<file path="config.mk">
export PLATFORM = sky130hd
export DESIGN_NAME = feedback_phase_mod_sine_osc_unit
export DESIGN_NICKNAME = d
export VERILOG_FILES = /design/src/design/fpmso_pkg.sv /design/src/design/feedback_phase_mod_sine_osc_unit.sv
export SDC_FILE = /design/constraint.sdc
export NUM_CORES = 2
export LEC_CHECK = 0
export CAP_MARGIN = 40
export CELL_PAD_IN_SITES_DETAIL_PLACEMENT = 0
export CELL_PAD_IN_SITES_GLOBAL_PLACEMENT = 2
export CORE_UTILIZATION = 47
export CTS_CLUSTER_DIAMETER = 150
export CTS_CLUSTER_SIZE = 8
export DETAILED_ROUTE_END_ITERATION = 16
export DONT_BUFFER_PORTS = 1
export PLACE_DENSITY_LB_ADDON = 0.05
export SYNTH_ARGS = -nofsm -noshare
export SYNTH_HDL_FRONTEND = slang
export SYNTH_SLANG_ARGS = --single-unit
</file>
<file path="constraint.sdc">
create_clock -name clk -period 15.62 [get_ports clk]
set_clock_uncertainty 0.05 [all_clocks]
set_input_delay 0.781 -clock clk [delete_from_list [all_inputs] [get_ports clk]]
set_output_delay 0.781 -clock clk [all_outputs]
set_load 0.01 [all_outputs]
</file>
<file path="src/design/fpmso_pkg.sv">
`timescale 1ns / 1ps
// fpmso_pkg: fixed widths, cordic types and the arctangent table for the
// feedback phase-modulated sine oscillator. depends on nothing.
package fpmso_pkg;

  localparam int FREQ_W = 24;
  localparam int GAIN_W = 16;
  localparam int CFG_W  = 28;

  localparam logic [CFG_W-1:0] PHASE_PER_HZ_RESET = 28'd22906492;

  // signed frequency times unsigned scale, with a spare sign bit
  localparam int STEP_PROD_W = FREQ_W + CFG_W + 1;

  localparam int CORDIC_STEPS = 30;
  localparam int ITER_W       = 5;
  localparam int CORDIC_W     = 34;

  typedef logic signed [CORDIC_W-1:0] cordic_t;
  typedef logic [ITER_W-1:0] iter_t;

  localparam cordic_t CORDIC_GAIN_Q30 = cordic_t'(652032874);
  localparam iter_t   LAST_ITER       = iter_t'(CORDIC_STEPS - 1);

  // atan(2^-i) as a fraction of a cycle, 32 fraction bits
  function automatic cordic_t atan_cycles(input iter_t idx);
    cordic_t a;
    case (idx)
      5'd0:    a = cordic_t'(536870912);
      5'd1:    a = cordic_t'(316933406);
      5'd2:    a = cordic_t'(167458907);
      5'd3:    a = cordic_t'(85004756);
      5'd4:    a = cordic_t'(42667331);
      5'd5:    a = cordic_t'(21354465);
      5'd6:    a = cordic_t'(10679838);
      5'd7:    a = cordic_t'(5340245);
      5'd8:    a = cordic_t'(2670163);
      5'd9:    a = cordic_t'(1335087);
      5'd10:   a = cordic_t'(667544);
      5'd11:   a = cordic_t'(333772);
      5'd12:   a = cordic_t'(166886);
      5'd13:   a = cordic_t'(83443);
      5'd14:   a = cordic_t'(41722);
      5'd15:   a = cordic_t'(20861);
      5'd16:   a = cordic_t'(10430);
      5'd17:   a = cordic_t'(5215);
      5'd18:   a = cordic_t'(2608);
      5'd19:   a = cordic_t'(1304);
      5'd20:   a = cordic_t'(652);
      5'd21:   a = cordic_t'(326);
      5'd22:   a = cordic_t'(163);
      5'd23:   a = cordic_t'(81);
      5'd24:   a = cordic_t'(41);
      5'd25:   a = cordic_t'(20);
      5'd26:   a = cordic_t'(10);
      5'd27:   a = cordic_t'(5);
      5'd28:   a = cordic_t'(3);
      5'd29:   a = cordic_t'(1);
      default: a = '0;
    endcase
    return a;
  endfunction

endpackage

</file>
<file path="src/design/feedback_phase_mod_sine_osc_unit.sv">
`timescale 1ns / 1ps
// feedback_phase_mod_sine_osc_unit: feedback fm sine operator with a
// one-entry state memory and an iterative cordic. depends on fpmso_pkg.
//
// usage
//   input channel (in_valid / in_stall): one beat carries frequency_hz
//   (signed q16.8 hz) and feedback (signed q4.12 gain on the last output).
//   output channel (out_valid / out_stall): one beat carries sample, the
//   sine of phase plus feedback term, signed q1.15 at the default width.
//   config: cfg_write with cfg_data loads phase_per_hz (2^40 / sample rate)
//   at that clock edge; write it only while the block is idle.
// sequence
//   one item at a time: load from the state memory and the two multiplies,
//   phase set-up, then 30 cordic rotations on one shared shift-add unit,
//   one per cycle, then round and write back. the next beat is taken only
//   once write back is done and the sequencer is idle again.
// reset
//   rst (synchronous) clears the state valid flag, so phase and last output
//   read as zero, and loads phase_per_hz with its default.
// stalls
//   the result sits in the output register; a new beat is taken while it
//   waits. a finished item holds in its final step until that register
//   is free, and in_stall stays high meanwhile.
module feedback_phase_mod_sine_osc_unit import fpmso_pkg::*; #(
  parameter int PHASE_BITS  = 32,
  parameter int SAMPLE_BITS = 16
) (
  input  logic                          clk,
  input  logic                          rst,
  input  logic                          cfg_write,
  input  logic [CFG_W-1:0]              cfg_data,
  input  logic                          in_valid,
  output logic                          in_stall,
  input  logic signed [FREQ_W-1:0]      frequency_hz,
  input  logic signed [GAIN_W-1:0]      feedback,
  output logic                          out_valid,
  input  logic                          out_stall,
  output logic signed [SAMPLE_BITS-1:0] sample
);

  localparam int ENTRY_W   = PHASE_BITS + SAMPLE_BITS;
  localparam int FB_PROD_W = SAMPLE_BITS + GAIN_W;
  localparam int FB_EXT_W  = PHASE_BITS + FB_PROD_W;
  // product carries SAMPLE_BITS + 11 fraction bits, line it up with the phase
  localparam int FB_SHIFT  = PHASE_BITS - (SAMPLE_BITS + 11);
  localparam int ROUND_SH  = 31 - SAMPLE_BITS;
  localparam int SAMPLE_HI = (1 << (SAMPLE_BITS - 1)) - 1;
  localparam int SAMPLE_LO = -(1 << (SAMPLE_BITS - 1));

  // sequencer codes
  localparam logic [2:0] S_IDLE = 3'd0;
  localparam logic [2:0] S_LOAD = 3'd1;
  localparam logic [2:0] S_PREP = 3'd2;
  localparam logic [2:0] S_ROT  = 3'd3;
  localparam logic [2:0] S_FIN  = 3'd4;

  logic [2:0]  state;
  iter_t       iter;
  logic [CFG_W-1:0] phase_per_hz;

  // captured beat
  logic signed [FREQ_W-1:0] freq_q;
  logic signed [GAIN_W-1:0] gain_q;

  // state memory: {phase_acc, last_output}, one entry, registered read
  logic [ENTRY_W-1:0] state_mem [1];
  logic [ENTRY_W-1:0] rd_data;
  logic               rd_hit;
  logic               state_valid;
  logic               mem_rd;
  logic               mem_we;
  logic [ENTRY_W-1:0] mem_wdata;

  logic [PHASE_BITS-1:0]         cur_phase;
  logic signed [SAMPLE_BITS-1:0] cur_last;

  // products, each registered before use
  logic signed [FB_PROD_W-1:0]   prod_fb;
  logic signed [STEP_PROD_W-1:0] prod_step;
  logic [PHASE_BITS-1:0]         phase_q;
  logic [PHASE_BITS-1:0]         phase_new;

  logic signed [FB_EXT_W-1:0] fb_ext;
  logic [PHASE_BITS-1:0]      fb_term;
  logic [PHASE_BITS-1:0]      theta;
  logic [PHASE_BITS-1:0]      step_term;
  logic [31:0]                t32;
  logic [31:0]                fold_a;
  logic                       fold_hi;

  // cordic unit
  cordic_t cx, cy, cz;
  cordic_t dx, dy, atan_i;
  cordic_t rot_x, rot_y, rot_z;
  cordic_t rounded;
  logic signed [SAMPLE_BITS-1:0] sat_sample;

  logic accept;
  logic commit;

  assign accept   = in_valid && !in_stall;
  assign in_stall = (state != S_IDLE);
  assign mem_rd   = accept;
  assign commit   = (state == S_FIN) && (!out_valid || !out_stall);
  assign mem_we   = commit;

  // an entry never written reads as the reset state, all zero
  assign cur_phase = rd_hit ? rd_data[ENTRY_W-1 -: PHASE_BITS] : '0;
  assign cur_last  = rd_hit ? signed'(rd_data[SAMPLE_BITS-1:0]) : '0;

  // feedback term, floor when shifted right, wrapped to one cycle
  assign fb_ext = FB_EXT_W'(prod_fb);
  generate
    if (FB_SHIFT >= 0) begin : g_fb_left
      assign fb_term = PHASE_BITS'(fb_ext <<< FB_SHIFT);
    end else begin : g_fb_right
      assign fb_term = PHASE_BITS'(fb_ext >>> (SAMPLE_BITS + 11 - PHASE_BITS));
    end
  endgenerate

  assign theta = phase_q + fb_term;

  generate
    if (PHASE_BITS >= 32) begin : g_t32_top
      assign t32 = theta[PHASE_BITS-1 -: 32];
    end else begin : g_t32_pad
      assign t32 = {theta, {(32 - PHASE_BITS){1'b0}}};
    end
  endgenerate

  // second and third quarter mirror about half a cycle
  assign fold_hi = t32[31] ^ t32[30];
  assign fold_a  = fold_hi ? (32'h8000_0000 - t32) : t32;

  // phase step: bits of the 2^(48 - PHASE_BITS) scaled product
  assign step_term = prod_step[47 -: PHASE_BITS];

  // one rotation
  assign dx     = cy >>> iter;
  assign dy     = cx >>> iter;
  assign atan_i = atan_cycles(iter);

  always_comb begin
    if (!cz[CORDIC_W-1]) begin
      rot_x = cx - dx;
      rot_y = cy + dy;
      rot_z = cz - atan_i;
    end else begin
      rot_x = cx + dx;
      rot_y = cy - dy;
      rot_z = cz + atan_i;
    end
  end

  // round half up to the sample grid, then clamp
  assign rounded = (cy + (cordic_t'(1) <<< (ROUND_SH - 1))) >>> ROUND_SH;

  always_comb begin
    if (rounded > cordic_t'(SAMPLE_HI)) begin
      sat_sample = SAMPLE_BITS'(SAMPLE_HI);
    end else if (rounded < cordic_t'(SAMPLE_LO)) begin
      sat_sample = SAMPLE_BITS'(SAMPLE_LO);
    end else begin
      sat_sample = rounded[SAMPLE_BITS-1:0];
    end
  end

  assign mem_wdata = {phase_new, sat_sample};

  // state memory array, no reset
  always_ff @(posedge clk) begin
    if (mem_we) begin
      state_mem[0] <= mem_wdata;
    end
    if (mem_rd) begin
      rd_data <= state_mem[0];
    end
  end

  // control
  always_ff @(posedge clk) begin
    if (rst) begin
      state        <= S_IDLE;
      iter         <= '0;
      state_valid  <= 1'b0;
      rd_hit       <= 1'b0;
      out_valid    <= 1'b0;
      phase_per_hz <= PHASE_PER_HZ_RESET;
    end else begin
      if (cfg_write) begin
        phase_per_hz <= cfg_data;
      end
      if (mem_rd) begin
        rd_hit <= state_valid;
      end
      if (mem_we) begin
        state_valid <= 1'b1;
      end

      if (commit) begin
        out_valid <= 1'b1;
      end else if (out_valid && !out_stall) begin
        out_valid <= 1'b0;
      end

      case (state)
        S_IDLE: begin
          if (accept) begin
            state <= S_LOAD;
          end
        end
        S_LOAD: begin
          state <= S_PREP;
        end
        S_PREP: begin
          iter  <= '0;
          state <= S_ROT;
        end
        S_ROT: begin
          if (iter == LAST_ITER) begin
            state <= S_FIN;
          end else begin
            iter <= iter + iter_t'(1);
          end
        end
        S_FIN: begin
          if (commit) begin
            state <= S_IDLE;
          end
        end
        default: begin
          state <= S_IDLE;
        end
      endcase
    end
  end

  // datapath
  always_ff @(posedge clk) begin
    if (accept) begin
      freq_q <= frequency_hz;
      gain_q <= feedback;
    end
    if (state == S_LOAD) begin
      prod_fb   <= cur_last * gain_q;
      prod_step <= freq_q * signed'({1'b0, phase_per_hz});
      phase_q   <= cur_phase;
    end
    if (state == S_PREP) begin
      cx        <= CORDIC_GAIN_Q30;
      cy        <= '0;
      cz        <= cordic_t'(signed'(fold_a));
      phase_new <= phase_q + step_term;
    end
    if (state == S_ROT) begin
      cx <= rot_x;
      cy <= rot_y;
      cz <= rot_z;
    end
    if (commit) begin
      sample <= sat_sample;
    end
  end

  // checks
  a_accept_loads: assert property (@(posedge clk) disable iff (rst)
    accept |=> state == S_LOAD)
    else $error("accepted beat did not start a state read");

  a_iter_range: assert property (@(posedge clk) disable iff (rst)
    state == S_ROT |-> iter <= LAST_ITER)
    else $error("rotation count out of range");

  a_result_from_fin: assert property (@(posedge clk) disable iff (rst)
    $rose(out_valid) |-> $past(state) == S_FIN)
    else $error("result raised outside the final step");

  a_write_marks_valid: assert property (@(posedge clk) disable iff (rst)
    mem_we |=> state_valid)
    else $error("state write not marked valid");

  a_held_result: assert property (@(posedge clk) disable iff (rst)
    out_valid && out_stall |=> out_valid && $stable(sample))
    else $error("waiting result overwritten");

endmodule

</file>
# Yosys cells after proc, flatten, opt, wreduce, memory -nomap -nowiden
# Memory sizes are Yosys's and may differ from the RTL's. A register that Yosys moved wholly into a read port is not among the register bits.
# Index checks and enable logic that the tools add are counted.
dict set report totals {
  reg_bits 336
  mem_bits_rw 48
  romBits 960
  in_bits 73
  output_inout_bits 18
  wordCells 83
  n_memories 2
}
dict set report op_classes {
  addsub 11
  multipliers 2
  order_cmp 2
  eq_ne 9
  shift 2
  n_mux 25
  n_bitwise 1
  reduce_logical 13
}
# name depth word_bits read_ports rd_clocked_by_memory_dff wr line
set memory_table {}
lappend memory_table {{(name not given)} 32 30 1 1 0 fpmso_pkg.sv:28} ;# case (idx)
lappend memory_table {state_mem 1 48 1 1 1 feedback_phase_mod_sine_osc_unit.sv:66} ;# logic [ENTRY_W-1:0] state_mem [1];
# cell count
set ops {}
lappend ops {{34-bit 2-to-1 mux} 9}
lappend ops {{34-bit adder} 3}
lappend ops {{34-bit subtractor} 3}
lappend ops {{34-bit by 5-bit >>> shifter with 34-bit output} 2}
lappend ops {{32-bit adder} 2}
lappend ops {{24-bit by 29-bit multiplier with 48-bit output} 1}
lappend ops {{16-bit 2-to-1 mux} 3}
lappend ops {{34-bit by 16-bit adder with 34-bit output (second input constant)} 1}
lappend ops {{32-bit 2-to-1 mux} 1}
lappend ops {{32-bit subtractor (first input constant)} 1}
lappend ops {{16-bit by 16-bit multiplier with 27-bit output} 1}
lappend ops {{19-bit by 16-bit greater-than comparator with 1-bit output (second input constant)} 1}
lappend ops {{19-bit by 16-bit < comparator with 1-bit output (second input constant)} 1}
lappend ops {{5-bit 2-to-1 mux} 3}
lappend ops {{3-bit one-hot mux with 5 select lines} 1}
lappend ops {{5-bit one-hot mux with 2 select lines} 1}
lappend ops {{3-bit 2-to-1 mux} 3}
lappend ops {{2-bit inequality test (second input constant)} 4}
lappend ops {{3-bit by 2-bit == test with 1-bit output (second input constant)} 2}
lappend ops {{5-bit by 1-bit adder with 5-bit output (second input constant)} 1}
lappend ops {{5-bit == test (second input constant)} 1}
lappend ops {{1-bit 2-to-1 mux} 4}
lappend ops {{2-bit nonzero test} 2}
lappend ops {{3-bit by 1-bit == test with 1-bit output (second input constant)} 1}
lappend ops {{other kinds (9)} 13}

# Logic depth before layout (Yosys ltp)
dict set report depth {
  depth_word 5
  mapped_depth 30
  ltp_nobuf 28
}

# Least setup slack after synthesis
# Ideal clock, no wire load.
dict set report synth_path {
  path_type {register to register}
  from {reg state[1]}
  to {reg atan_i[9] (netlist name)}
  setup_time_ps 122
  arrival_ps 8528
  required_ps 15448
  slack_ps 6920
  stages_incl_launch_ff 12
  path_buffers 2
  synth_period_minus_slack_ps 8700
  cell_sequence {dfxtp_1 nor2b_1 nor2b_1 nor2_1 nor2_1 xnor2_1 nand2b_1 clkbuf_1 clkinv_1 clkbuf_1 a221oi_1 nor2_1}
}
dict set report synth_via {
  elab_chain_cells 5
  elab_cells_between_ends 8
  cone_classes {eq/ne: 3; mux: 3; reduce/logical: 2}
}
# element line
set synth_rtl {}
lappend synth_rtl {{start: declaration} feedback_phase_mod_sine_osc_unit.sv:57} ;# logic [2:0] state;
lappend synth_rtl {{start signal: assignment} feedback_phase_mod_sine_osc_unit.sv:183} ;# state <= S_IDLE;
lappend synth_rtl {{start signal: assignment} feedback_phase_mod_sine_osc_unit.sv:209} ;# state <= S_LOAD;
lappend synth_rtl {{start signal: assignment} feedback_phase_mod_sine_osc_unit.sv:213} ;# state <= S_PREP;
lappend synth_rtl {{3-bit by 2-bit == test with 1-bit output} feedback_phase_mod_sine_osc_unit.sv:206} ;# case (state)
lappend synth_rtl {{2-bit inequality test (no source line) or 2-bit nonzero test (tied branches)} -}
lappend synth_rtl {{2-bit AND reduction (no source line)} -}
lappend synth_rtl {{5-bit 2-to-1 mux (no source line) (*) (2 in a row)} -}
# Mark *: on every way between the ends. The rest lies on a longest branch, timed or not.
# A chain may end at the register's enable or synchronous reset.

# Final worst setup path
dict set report layout_path {
  from {reg rd_hit}
  to {reg prod_fb[25], data pin}
}
dict set report layout_via {
  elab_chain_cells 2
}
# element line
set layout_rtl {}
lappend layout_rtl {{start: declaration} feedback_phase_mod_sine_osc_unit.sv:68} ;# logic rd_hit;
lappend layout_rtl {{start signal: assignment} feedback_phase_mod_sine_osc_unit.sv:194} ;# rd_hit <= state_valid;
lappend layout_rtl {{16-bit 2-to-1 mux} feedback_phase_mod_sine_osc_unit.sv:109} ;# assign cur_last = rd_hit ? signed'(rd_data[SAMPLE_BITS-1:0]) : '0;
lappend layout_rtl {{16-bit by 16-bit multiplier with 27-bit output} feedback_phase_mod_sine_osc_unit.sv:245} ;# prod_fb <= cur_last * gain_q;
lappend layout_rtl {{end signal: assignment} feedback_phase_mod_sine_osc_unit.sv:245}
lappend layout_rtl {{end: declaration} feedback_phase_mod_sine_osc_unit.sv:78} ;# logic signed [FB_PROD_W-1:0] prod_fb;
# Every way passes these cells.

==> impl_metrics.tcl <==
set metrics [dict create \
    outcome "finished, final reports clean" \
    grt_pass1_vias 43691 \
    cts_tree "done" \
    netlist_instances 6139 \
    vias 42446 \
    ctsResizeCount 0 \
    clock-sinks 430 \
    slew-limit-headroom_pct 37.38 \
    cp_data_arrival_time_ps 8700 \
    pre_cts_ws_ps 7193 \
    die_w_um 354.6 \
    worst_slack_ps 7297 \
    synth-main-ff-cell "edfxtp_1" \
    synth_nets 7420 \
    post-cts-setup-buffers 0 \
    grt_overflow_total 0 \
    start_util_pct 47.69 \
    holdPathStages 1 \
    cts.path.max_buffers 3 \
    antenna_found_initial 4 \
    wirelength_um 164400 \
    cts_max_level 2 \
    clock_latency_ps 700 \
    synth-edff-count 361 \
    cts_root_buffer "clkbuf_16" \
    netlist_area_sq_mm 0.05843 \
    crit_fanout 95 \
    viasPerCell 5.548 \
    dp_hpwl_um 127600 \
    fin_area_sq_mm 0.06170 \
    regArea_sq_mm 0.01223 \
    crit_path_start_kind "flop" \
    finalSetupViolCount 0 \
    synthArstFlopShare_pct 0 \
    grt_use_total_pct 26.58 \
    grt_max_degree 109 \
    top_level_ports 91 \
    worst_pin_slew_ps 930.6 \
    cts_made_buffers 60 \
    drt-initial-drc-count 2983 \
    ys_warn_count 0 \
    multi_input_area_sq_mm 0.04146 \
    syn_avg_cell_area_sq_um 9.518 \
    finalCriticalPeriod_ps 8323 \
    fin_util_pct 50.36 \
    required_ps 16000 \
    dr.pass1.iters 8 \
    area_growth_syn_to_layout_pct 5.584 \
    drc 0 \
    synth_cell_types 96 \
    clk_pin_slew_worst_paths_ps 60 \
    drv_slew 0 \
    crit_type "flop to flop" \
    hold_violations 0 \
    grt_pass1_wl_um 259400 \
    design.core.area_sq_mm 0.1225 \
    drtAntennaViolNets 0 \
    rsz0062_at_grt "no" \
    port_buffers 0 \
    die-area_sq_mm 0.1257 \
    cap_viol_max_count 0 \
    fin_tns_setup_ps 0 \
    reg2reg_depth 23 \
    wl_per_cell_um 21.49 \
    fin_crit_sh_pct 53.29 \
    die_y_um 354.6 \
    ys_ff_latch 430 \
    gp_congestion 0.8803 \
    ys_seq_area_share_pct 20.92 \
    insertedDiodeCount 0 \
    hp-class "input pin to flop" \
    drive_gt1_share_pct 5.012 \
    row_count 128 \
    cts_hold_buf 0 \
    fin_nets 7264 \
    placed_cell_area_sq_mm 0.05994 \
    fmax_mhz 120.1 \
    endpoint_kind "flop" \
    nFillCells 11652 \
    r2r_slack_ps 7300 \
]
cells in the mapped netlist (9+ instances only):
cell type,number,area share (%)
nor3_1,67,0.57
o21ai_0,166,1.4
o21bai_1,25,0.32
or3_1,22,0.24
edfxtp_1,361,19
nor2_1,340,2.2
nand3_1,77,0.66
a211oi_1,25,0.32
a221oi_1,11,0.16
a21o_1,63,0.81
nor2b_1,67,0.72
o31ai_1,9,0.12
a31oi_1,38,0.41
or2_2,11,0.12
and2_1,379,4.1
buf_4,17,0.22
inv_1,931,6.0
fa_1,789,27
a211o_1,21,0.31
nand2b_1,49,0.52
ha_1,419,9.0
o22ai_1,15,0.16
nand4_1,20,0.21
a21boi_0,13,0.17
xnor2_1,206,3.1
xor2_1,130,1.9
or4_1,10,0.13
mux2_2,28,0.54
o21a_1,48,0.62
o211ai_1,20,0.26
nand2_1,709,4.6
mux4_2,79,3.0
dfxtp_1,69,2.4
and3_1,137,1.5
mux2i_1,58,0.99
buf_1,36,0.23
nor4_1,12,0.13
clkbuf_1,231,1.5
a21oi_1,259,2.2
cell usage in the layout (no fill, tap or decap), types with 9 or more instances in the layout:
cell	n
a211o_1	21
a211oi_1	25
a21boi_0	13
a21o_1	63
a21oi_1	258
a221oi_1	11
a31oi_1	38
and2_1	378
and3_1	137
buf_4	73
clkbuf_1	40
clkbuf_16	60
dfxtp_1	64
edfxtp_1	361
fa_1	789
ha_1	419
inv_1	930
mux2_2	28
mux2i_1	58
mux4_2	79
nand2_1	708
nand2b_1	49
nand3_1	77
nand4_1	20
nor2_1	339
nor2b_1	65
nor3_1	67
nor4_1	12
o211ai_1	20
o21a_1	48
o21ai_0	166
o21bai_1	25
o22ai_1	15
o31ai_1	9
or2_2	11
or3_1	22
or4_1	10
xnor2_1	206
xor2_1	130
worst max-delay path, stage by stage (launching register included):
cell and delay, ps:
dfxtp_4 360, buf_4 630, buf_4 530, and2_1 420
nand2_1 160, fa_1 580, inv_1 50, fa_1 530
inv_1 60, fa_1 490, inv_1 50, fa_1 520
inv_1 50, fa_1 490, inv_1 50, fa_1 450
ha_1 230, or3_1 400, o31ai_1 440, o21ai_0 280
o41ai_1 620, o2111ai_1 220, a21oi_1 210, xnor2_1 80
cell type report:
class | instances | share of cell area, %
sequential | 430 | 19.83
timing repair buffer | 82 | 1.124
multi-input combinational | 4472 | 67.21
clock inverter | 5 | 0.1683
clock buffer | 100 | 2.677
tap | 1625 | 3.296
inverter | 937 | 5.701
final timing paths:
check / startpoint / to
worst max-delay path: rd_hit$_SDFFE_PP0P_ / prod_fb[25]$_DFFE_PP_
worst min-delay path: rst / phase_per_hz[1]$_SDFFE_PP0P_
worst max register to register: rd_hit$_SDFFE_PP0P_ / prod_fb[25]$_DFFE_PP_
worst min register to register: state_mem[0][37]$_DFFE_PP_ / rd_data[37]$_DFFE_PP_
logic make-up (layout without fill, tap and decap cells):
family,after synthesis,after routing,synth area share [%]
compound gates,820,820,8.927
xor+xnor,336,336,5.036
fa+ha+maj,1208,1208,36.00
buf+inv,1237,1124,8.197
flops,430,430,20.92
mux,168,168,4.647
simple gates,1940,1940,16.27
metal layers:
layer | vias to the layer above | routed length [um] | GRT usage, %
li1 | 19716 | - | -
met1 | 21373 | 76510 | 38.50
met2 | 1156 | 75090 | 42.45
met3 | 199 | 8886 | 3.090
met4 | 2 | 3892 | 6.569
met5 | - | 13 | 0
state kept, by name, indices dropped and copies added, names as in the netlist, 3 cells and up:
register and count:
rd_data 48, cz 34, state_mem 33, phase_new 32, cx 34, sample 15
atan_i 30, cy 34, gain_q 16, prod_step 32, phase_q 32, state 3
prod_fb 27, freq_q 24, phase_per_hz 28, iter 5
through the flow:
| step | instances | hold slack, ps |
|---|---|---|
| detailed placement | 7546 | 354.5 |
| floorplan | 6139 | 350.3 |
| global placement | 7538 | 350.7 |
| global route | 7651 | 62.28 |
| CTS | 7651 | 47.77 |
| finish | 7651 | 106.4 |
Power is left out: the tool's default activity adds up to more than one toggle a clock period on the data nets, which glitch-free logic cannot reach.
